===== src/rtl/core/iscc_pkg.sv =====
`timescale 1ns / 1ps

package iscc_pkg;

  // field widths fixed by the word format
  localparam int VALUE_W     = 32;
  localparam int COMP_W      = 7;
  localparam int COMP_MAX    = 127;
  localparam int OUT_TDATA_W = 40;

  // default store depth
  localparam int SORT_DEPTH_DEF = 16;

  // controller states
  typedef enum logic [1:0] {
    S_IDLE,
    S_COUNT,
    S_EMIT
  } state_t;

  // controller to datapath commands
  typedef struct packed {
    logic insert;
    logic count;
    logic pop;
  } cmd_t;

  // datapath to controller status
  typedef struct packed {
    logic held_one;
  } status_t;

endpackage


===== src/rtl/core/insertion_sort_comparison_counter_core.sv =====
`timescale 1ns / 1ps
// insertion sort with comparison counter
// input: each accepted word is inserted, then the count is updated, before the next word is taken
// output: first sorted word valid after the last word's count update, then one word
//   per cycle while out_tready is high; no input is taken while results drain
// reset: synchronous active-low rst_n clears fill count, comparison total, overflow
//   flag and controller state; the sort cells are not cleared

module insertion_sort_comparison_counter_core #(
  parameter int SORT_DEPTH = iscc_pkg::SORT_DEPTH_DEF
) (
  input  logic                             clk,
  input  logic                             rst_n,
  input  logic                             in_tvalid,
  output logic                             in_tready,
  input  logic [iscc_pkg::VALUE_W-1:0]     in_tdata,   // [31:0] value
  input  logic                             in_tlast,   // last_in
  output logic                             out_tvalid,
  input  logic                             out_tready,
  output logic [iscc_pkg::OUT_TDATA_W-1:0] out_tdata,  // [31:0] sorted_value,
                                                       // [38:32] comparisons,
                                                       // [39] overflowed
  output logic                             out_tlast   // last_out
);

  iscc_pkg::cmd_t    cmd;
  iscc_pkg::status_t status;

  logic signed [iscc_pkg::VALUE_W-1:0] sorted_value;
  logic        [iscc_pkg::COMP_W-1:0]  comparisons;
  logic                                overflowed;

  iscc_ctrl u_ctrl (
    .clk        (clk),
    .rst_n      (rst_n),
    .in_tvalid  (in_tvalid),
    .in_tready  (in_tready),
    .in_tlast   (in_tlast),
    .out_tvalid (out_tvalid),
    .out_tready (out_tready),
    .status     (status),
    .cmd        (cmd)
  );

  iscc_dpath #(
    .SORT_DEPTH (SORT_DEPTH)
  ) u_dpath (
    .clk          (clk),
    .rst_n        (rst_n),
    .cmd          (cmd),
    .value        ($signed(in_tdata)),
    .status       (status),
    .sorted_value (sorted_value),
    .comparisons  (comparisons),
    .overflowed   (overflowed)
  );

  // output word packing
  assign out_tdata = {overflowed, comparisons, sorted_value};
  assign out_tlast = status.held_one;

`ifndef SYNTHESIS
  // results and input never overlap
  a_no_overlap: assert property (@(posedge clk) disable iff (!rst_n)
    out_tvalid |-> !in_tready)
    else $error("input ready while results pending");

  // an accepted word is followed by its count cycle
  a_count_gap: assert property (@(posedge clk) disable iff (!rst_n)
    (in_tvalid && in_tready) |=> (!in_tready && !out_tvalid))
    else $error("no count cycle after insert");

  // draining continues until the last word
  a_drain_cont: assert property (@(posedge clk) disable iff (!rst_n)
    (out_tvalid && out_tready && !out_tlast) |=> out_tvalid)
    else $error("drain stopped early");

  // drain ends after the last word
  a_drain_end: assert property (@(posedge clk) disable iff (!rst_n)
    (out_tvalid && out_tready && out_tlast) |=> (!out_tvalid && in_tready))
    else $error("drain did not end on last word");
`endif

endmodule


===== src/rtl/core/iscc_ctrl.sv =====
`timescale 1ns / 1ps

module iscc_ctrl (
  input  logic              clk,
  input  logic              rst_n,
  input  logic              in_tvalid,
  output logic              in_tready,
  input  logic              in_tlast,
  output logic              out_tvalid,
  input  logic              out_tready,
  input  iscc_pkg::status_t status,
  output iscc_pkg::cmd_t    cmd
);

  iscc_pkg::state_t state_r, state_nxt;
  logic             last_r, last_nxt;

  // state register
  always_ff @(posedge clk) begin
    if (!rst_n) begin
      state_r <= iscc_pkg::S_IDLE;
      last_r  <= 1'b0;
    end else begin
      state_r <= state_nxt;
      last_r  <= last_nxt;
    end
  end

  // next state and commands
  always_comb begin
    state_nxt  = state_r;
    last_nxt   = last_r;
    in_tready  = 1'b0;
    out_tvalid = 1'b0;
    cmd        = '0;
    case (state_r)
      iscc_pkg::S_IDLE: begin
        in_tready = 1'b1;
        if (in_tvalid) begin
          cmd.insert = 1'b1;
          last_nxt   = in_tlast;
          state_nxt  = iscc_pkg::S_COUNT;
        end
      end
      iscc_pkg::S_COUNT: begin
        cmd.count = 1'b1;
        state_nxt = last_r ? iscc_pkg::S_EMIT : iscc_pkg::S_IDLE;
      end
      iscc_pkg::S_EMIT: begin
        out_tvalid = 1'b1;
        if (out_tready) begin
          cmd.pop = 1'b1;
          if (status.held_one) begin
            state_nxt = iscc_pkg::S_IDLE;
          end
        end
      end
      default: begin
        state_nxt = iscc_pkg::S_IDLE;
      end
    endcase
  end

endmodule


===== src/rtl/core/iscc_dpath.sv =====
`timescale 1ns / 1ps

module iscc_dpath #(
  parameter int SORT_DEPTH = iscc_pkg::SORT_DEPTH_DEF
) (
  input  logic                                clk,
  input  logic                                rst_n,
  input  iscc_pkg::cmd_t                      cmd,
  input  logic signed [iscc_pkg::VALUE_W-1:0] value,
  output iscc_pkg::status_t                   status,
  output logic signed [iscc_pkg::VALUE_W-1:0] sorted_value,
  output logic        [iscc_pkg::COMP_W-1:0]  comparisons,
  output logic                                overflowed
);

  localparam int IW    = $clog2(SORT_DEPTH);
  localparam int HW    = $clog2(SORT_DEPTH + 1);
  localparam int SUM_W = iscc_pkg::COMP_W + 1;

  logic signed [iscc_pkg::VALUE_W-1:0] store_r   [SORT_DEPTH];
  logic signed [iscc_pkg::VALUE_W-1:0] store_nxt [SORT_DEPTH];
  logic [HW-1:0]                  held_r;
  logic [iscc_pkg::COMP_W-1:0]    total_r;
  logic                           ovf_r;
  logic                           ins_r;
  logic [IW-1:0]                  pos_r, pos_nxt;
  logic [HW-1:0]                  held_before_r;
  logic [SORT_DEPTH-1:0]          at_or_after;
  logic [SORT_DEPTH-1:0]          edge_hit;
  logic                           full;
  logic [HW-1:0]                  add;
  logic [SUM_W-1:0]               sum;

  assign full = (held_r == HW'(SORT_DEPTH));

  // per-cell compare: set from the insert position onward (empty cells count as set)
  always_comb begin
    for (int k = 0; k < SORT_DEPTH; k++) begin
      at_or_after[k] = (HW'(k) >= held_r) || (store_r[k] > value);
    end
    for (int k = 0; k < SORT_DEPTH; k++) begin
      if (k == 0) begin
        edge_hit[k] = at_or_after[k];
      end else begin
        edge_hit[k] = at_or_after[k] && !at_or_after[k-1];
      end
    end
  end

  // one-hot insert position to binary
  always_comb begin
    pos_nxt = '0;
    for (int k = 0; k < SORT_DEPTH; k++) begin
      if (edge_hit[k]) begin
        pos_nxt = pos_nxt | IW'(k);
      end
    end
  end

  // shift-insert or shift-out of the cell row
  always_comb begin
    for (int k = 0; k < SORT_DEPTH; k++) begin
      store_nxt[k] = store_r[k];
      if (cmd.insert && !full) begin
        if (at_or_after[k]) begin
          if (k > 0 && at_or_after[(k > 0) ? k-1 : 0]) begin
            store_nxt[k] = store_r[(k > 0) ? k-1 : 0];
          end else begin
            store_nxt[k] = value;
          end
        end
      end else if (cmd.pop && k < SORT_DEPTH - 1) begin
        store_nxt[k] = store_r[(k < SORT_DEPTH - 1) ? k+1 : k];
      end
    end
  end

  always_ff @(posedge clk) begin
    for (int k = 0; k < SORT_DEPTH; k++) begin
      store_r[k] <= store_nxt[k];
    end
  end

  // comparison count for the last insertion
  assign add = (pos_r == '0) ? held_before_r
                             : HW'(held_before_r - HW'(pos_r) + HW'(1));
  assign sum = SUM_W'(total_r) + SUM_W'(add);

  // counters and flags
  always_ff @(posedge clk) begin
    if (!rst_n) begin
      held_r  <= '0;
      total_r <= '0;
      ovf_r   <= 1'b0;
      ins_r   <= 1'b0;
    end else begin
      if (cmd.insert) begin
        ins_r <= !full;
        if (full) begin
          ovf_r <= 1'b1;
        end else begin
          held_r <= held_r + HW'(1);
        end
      end
      if (cmd.count && ins_r) begin
        if (sum > SUM_W'(iscc_pkg::COMP_MAX)) begin
          total_r <= iscc_pkg::COMP_W'(iscc_pkg::COMP_MAX);
        end else begin
          total_r <= sum[iscc_pkg::COMP_W-1:0];
        end
      end
      if (cmd.pop) begin
        held_r <= held_r - HW'(1);
        if (held_r == HW'(1)) begin
          total_r <= '0;
          ovf_r   <= 1'b0;
        end
      end
    end
  end

  // insert position and prior fill, registered for the count update that follows
  always_ff @(posedge clk) begin
    if (cmd.insert) begin
      pos_r         <= pos_nxt;
      held_before_r <= held_r;
    end
  end

  assign status.held_one = (held_r == HW'(1));
  assign sorted_value    = store_r[0];
  assign comparisons     = total_r;
  assign overflowed      = ovf_r;

endmodule

===== config.mk =====
export PLATFORM = sky130hd
export DESIGN_NAME = insertion_sort_comparison_counter_core
export DESIGN_NICKNAME = d
export VERILOG_FILES = /design/src/rtl/core/iscc_pkg.sv /design/src/rtl/core/insertion_sort_comparison_counter_core.sv /design/src/rtl/core/iscc_ctrl.sv /design/src/rtl/core/iscc_dpath.sv
export SDC_FILE = /design/constraint.sdc
export NUM_CORES = 2
export LEC_CHECK = 0
export ABC_AREA = 1
export ABC_CLOCK_PERIOD_IN_PS = 5200
export BUFFER_PORTS_ARGS = -buffer_cell sky130_fd_sc_hd__buf_2
export CELL_PAD_IN_SITES_DETAIL_PLACEMENT = 1
export CELL_PAD_IN_SITES_GLOBAL_PLACEMENT = 1
export CORE_MARGIN = 2
export CORE_UTILIZATION = 44
export DETAILED_ROUTE_END_ITERATION = 16
export PLACE_DENSITY = 0.77
export SYNTH_ARGS = -nofsm -noshare
export SYNTH_HDL_FRONTEND = slang
export SYNTH_SLANG_ARGS = --single-unit

===== constraint.sdc =====
create_clock -name clk -period 5.2 [get_ports clk]
set_input_delay 1.04 -clock clk [delete_from_list [all_inputs] [get_ports clk]]
set_output_delay 1.04 -clock clk [all_outputs]
set_load 0.05 [all_outputs]

Word-level counts from Yosys, hierarchy flattened
Memories as Yosys holds them, arrays and structs flattened.
Cells that the tools add are included.

storage, ports and cells
  register bits = 26
  RAM bits = 512
  input port bits = 37
  output and inout bits = 43
  logic and storage cells = 213
  memories = 1

cells by class
  add/subtract/negate cells = 5
  $lt $le $gt $ge = 33
  equal/unequal tests = 8
  mux-type cells = 97
  reductions and logical operators = 58

memories
  memory           words  width  read ports  clocked after memory_dff  wr ports  RTL line          RTL
  u_dpath.store_r  16     32     16          0                         16        iscc_dpath.sv:20  logic signed [iscc_pkg::VALUE_W-1:0] store_r [SORT_DEPTH];

operator list
  kind                                                                                 count
  32-bit 2-to-1 mux                                                                    62
  32-bit greater-than comparator                                                       16
  4-bit by 5-bit greater-or-equal comparator with 1-bit output (first input constant)  8
  7-bit 2-to-1 mux                                                                     4
  3-bit by 5-bit greater-or-equal comparator with 1-bit output (first input constant)  4
  5-bit 2-to-1 mux                                                                     4
  1-bit logical AND                                                                    17
  1-bit logical NOT                                                                    16
  1-bit logical OR                                                                     16
  2-bit 2-to-1 mux                                                                     8
  1-bit 2-to-1 mux                                                                     14
  3-bit 2-to-1 mux                                                                     4
  5-bit by 1-bit adder with 5-bit output (second input constant)                       2
  1-bit by 5-bit greater-or-equal comparator with 1-bit output (first input constant)  2
  2-bit by 5-bit greater-or-equal comparator with 1-bit output (first input constant)  2
  7-bit by 5-bit adder with 8-bit output                                               1
  8-bit by 7-bit greater-than comparator with 1-bit output (second input constant)     1
  2-bit inequality test (second input constant)                                        4
  8-bit OR reduction                                                                   1
  2-bit case mux with 3 select lines                                                   1
  5-bit by 1-bit equality test with 1-bit output (second input constant)               1
  5-bit equality test (second input constant)                                          1
  5-bit by 1-bit subtractor with 5-bit output (second input constant)                  1
  5-bit by 4-bit subtractor with 5-bit output                                          1
  9 further kinds                                                                      10

Longest topological paths before layout
An unclocked memory read counts as a cell.

  depth in word-level cells = 16
  gate-level depth with buffers = 22
  gate-level depth less buffers = 21

By module
Synthesis repeated with hierarchy kept, for this count alone.

unflattened totals
  cell total of the unflattened synthesis = 4,824
  area total of the unflattened synthesis = 39,399.0 µm²

modules (own cells, without submodules)
  module                                  instances  cells an instance  area each (µm²)  seq. area each (µm²)
  iscc_dpath                              1          4,801              39,242.6         15,925.3
  iscc_ctrl                               1          22                 148.9            60.1
  insertion_sort_comparison_counter_core  1          1                  7.5              0.0

Least setup slack after synthesis
Ideal clock, no wire load.

  path type = in2reg
  start point = in in_tdata[31] (netlist bit)
  end point = mem u_dpath.store_r[0][0] (netlist bit), enable pin
  setup time = 0.466 ns
  data arrival time = 4.926 ns
  required time = 4.734 ns
  setup slack = -0.192 ns
  stages on the path = 11
  path buffers = 1
  cells stage by stage = inv_1 ha_1 a21oi_1 o21a_1 nand2_1 nor2_1 a21oi_1 nor2_1 nor2_2 buf_2 o21ai_0

RTL lines
  element      RTL line                                      RTL
  from (decl)  insertion_sort_comparison_counter_core.sv:16  input logic [iscc_pkg::VALUE_W-1:0] in_tdata,
  to (decl)    iscc_dpath.sv:20

==> results.yml <==
run_status:
  status: "finished, final reports clean"
clock_network:
  numCtsBuffers: 67
  cts-resized-gates: 0
  clock_latency_ns: 0.62
  htreeDepth: 3
  cts_tree: "built"
  cts.reportedPaths.clkPinSlew_ns: 0.06
  cts_setup_buffers: 0
  clock_path_buffers: 3
  cts_hold_buf: 0
  cts_sinks: 538
  root_buffer: "clkbuf_16"
routing:
  routed_via_density: 5.499
  post_drt_wl_per_cell_um: 19.87
  num_vias: 34150
  wirelength_mm: 123.4
  final_antenna_net_count: 0
  drt_iter0_drc: 2151
  first_pass_iters: 5
  drc: 0
setup_path:
  crit_slowest_cell: "ha_1"
  r2r_slack_ns: 1.73
  cp_num_cells: 18
  crit_path_start: "in_tdata[19]"
  crit_type: "input pin to flop"
  worst_ep_arrival_time_ns: 4.19
  r2r_end: "u_dpath.store_r[0][68]"
  r2r_cells: 16
  critPathCaptureType: "flop"
  crit_family: "simple AND/OR/NAND/NOR gates"
  endpoint: "u_dpath.store_r[0][68]"
  path_buf_inv: 3
  startpoint_type: "input pin"
  required_ns: 5.56
  cp_cell_sequence: "buf_2 -> inv_1 -> ha_1 -> a21oi_1 -> o21ai_0 -> nand2_1 -> nand2_1 -> a21oi_1 -> nand2_1 -> nand2_1 -> nand2_1 -> nand2_1 -> nand2_1 -> nand2_2 -> buf_4 -> nand2_1 -> o21ai_0 -> nand2_1"
  crit_path_frequent_cell: "nand2_1"
  path_max_fanout: 18
  cpPeakStageDelay_ns: 0.38
  regToRegStartpoint: "u_dpath.store_r[0][51]"
logic_synthesis:
  synthTopCellsByArea: "edfxtp_1, nand2_1, ha_1, o21ai_0, a21oi_1"
  yosysWarnings: 0
  synth_seq_area_share_pct: 41.00
  synthFlopType: "edfxtp_1"
  yosysTopAreaCellShare_pct: 40.13
  synth_edf_count: 521
  async_flop_share_pct: 0
  synth_cells: 4938
  ys_ff_latch: 538
  netlist_area_um2: 38990
  syn_nets: 5506
  avgSynthCellArea_um2: 7.895
  yosys.area.top_type: "edfxtp_1"
  synth_cell_types: 45
floorplan:
  die_y_um: 301.7
  ios: 80
  start_util_pct: 44.25
  die_area_um2: 91000
  chipWidth_um: 301.7
  num_rows: 109
  design.core.area_um2: 88100
cells_and_area:
  fill_cells: 10880
  n_antenna_cell: 0
  finalNetCount: 5564
  final_util_pct: 48.61
  drive_gt1_share_pct: 6.422
  area_growth_pct: 9.850
timing:
  timing.fmax_mhz: 261.0
  max_slew_margin_pct: 33.32
  fin_crit_sh_pct: 73.67
  worstMarginPinSlew_ns: 0.9991
  holdWs_ns: 0.4953
  slew_viol_final: 0
  fin_crit_ns: 3.831
  finalSetupViolCount: 0
  finalHoldViolCount: 0
  rsz0062_at_grt: "false"
  clock_skew_ns: 0.02408
  finalSetupTns_ns: 0
power:
  leakage_uw: 0.02144
  peakVddDrop_v: 0.0001916
  total_power_uw: 14300
  power_density_nw_per_um2: 334.0
min_path:
  hold_path_class: "flop to flop"
global_route:
  grt_first_pass_wirelength_mm: 196.2
  overflow: 0
  grt_max_degree: 134
  grt_pass1_vias: 35320
  antenna_found_initial: 1
  grt_use_total_pct: 27.17
place:
  dp_hpwl_mm: 95.83
  io_buffer_count: 79
  place_congestion: 0.8932
run:
  cap_violations: 0
-- stage by stage --
stage / instances / setup slack (ns) / instance area [um2]
global route: 6210 / 1.089 / 42830
floorplan: 4938 / 0.6770 / 38990
CTS: 6210 / 1.426 / 42830
detailed placement: 6092 / 0.7944 / 40830
global placement: 6092 / 0.8625 / 40830
finish: 6210 / 1.369 / 42830
-- registers in the layout (all words and copies together), names as in the netlist --
signal / flops
u_ctrl.last_r: 1
u_dpath.store_r: 512
u_dpath.comparisons: 7
u_dpath.held_r: 5
u_ctrl.state_r: 2
u_dpath.held_before_r: 5
u_dpath.overflowed: 1
u_dpath.pos_r: 4
u_dpath.ins_r: 1
-- Yosys cell counts, types with 65 or more instances --
library cell / count
nand2_1: 2152
ha_1: 529
edfxtp_1: 521
o21ai_0: 408
inv_1: 294
a21oi_1: 258
nor2_1: 223
clkbuf_1: 103
o21ai_1: 84
nand3_1: 80
buf_2: 65
-- worst min-delay path by stage --
stage / start / endpoint / cells past startpoint
after floorplan: u_dpath.held_r[2] / u_dpath.held_before_r[2] / 0
after global placement: u_dpath.ins_r / u_dpath.ins_r / 2
after detailed placement: u_dpath.ins_r / u_dpath.ins_r / 2
after CTS: u_dpath.ins_r / u_dpath.ins_r / 2
after global routing: u_dpath.ins_r / u_dpath.ins_r / 2
final: u_dpath.ins_r / u_dpath.ins_r / 2
-- cell type report --
cell class	count	area [um2]	share of cell area [%]
flip-flops and latches	538	15990	37.33
repair buffers	211	1424	3.325
well taps	1165	1458	3.404
clock inverters	21	122.6	0.2863
clock buffers	97	1874	4.377
multi-input cells	3881	20850	48.68
inverters	297	1115	2.603
-- cell families (layout without fill, tap and decap cells) --
kind of cell	Yosys count	after routing	synth area share [%]
simple gates	2530	2530	25.20
xor+xnor	5	5	0.1123
flops	538	538	41.00
compound gates	813	813	10.84
fa+ha+maj	531	531	17.08
mux	2	2	0.05776
buf+inv	519	626	5.709
-- layer usage --
layer	share of wire, %	routed length (um)	global-route usage [%]
met5	0	0	0
met2	46	56810	45.17
met1	47	57840	36.96
met3	4.4	5436	3.645
met4	2.7	3288	7.768
-- power by group --
group          total [uW]  switching (uW)  leakage [uW]  internal (uW)
clock network        4480            1940      0.000968           2550
registers            6070             507       0.00517           5560
logic                3750            2470        0.0153           1280
-- tightest hold or removal path: cells and delay by family (launching register included) --
| kind | cells | cell delay, ns |
|---|---|---|
| flops | 1 | 0.32 |
| simple gates | 1 | 0.07 |
| compound gates | 1 | 0.06 |
-- layout by cell type (no fill, tap or decap), drive strengths merged, types with 39 or more instances in the layout --
cell type / Yosys / layout
nand2: 2160 / 2160
nand4: 39 / 39
o21ai: 492 / 492
nand3: 80 / 80
edfxtp: 521 / 521
clkbuf: 107 / 97
ha: 529 / 529
buf: 115 / 211
inv: 297 / 299
a21oi: 258 / 258
nor2: 229 / 229
(Power assumes the default switching activity.)
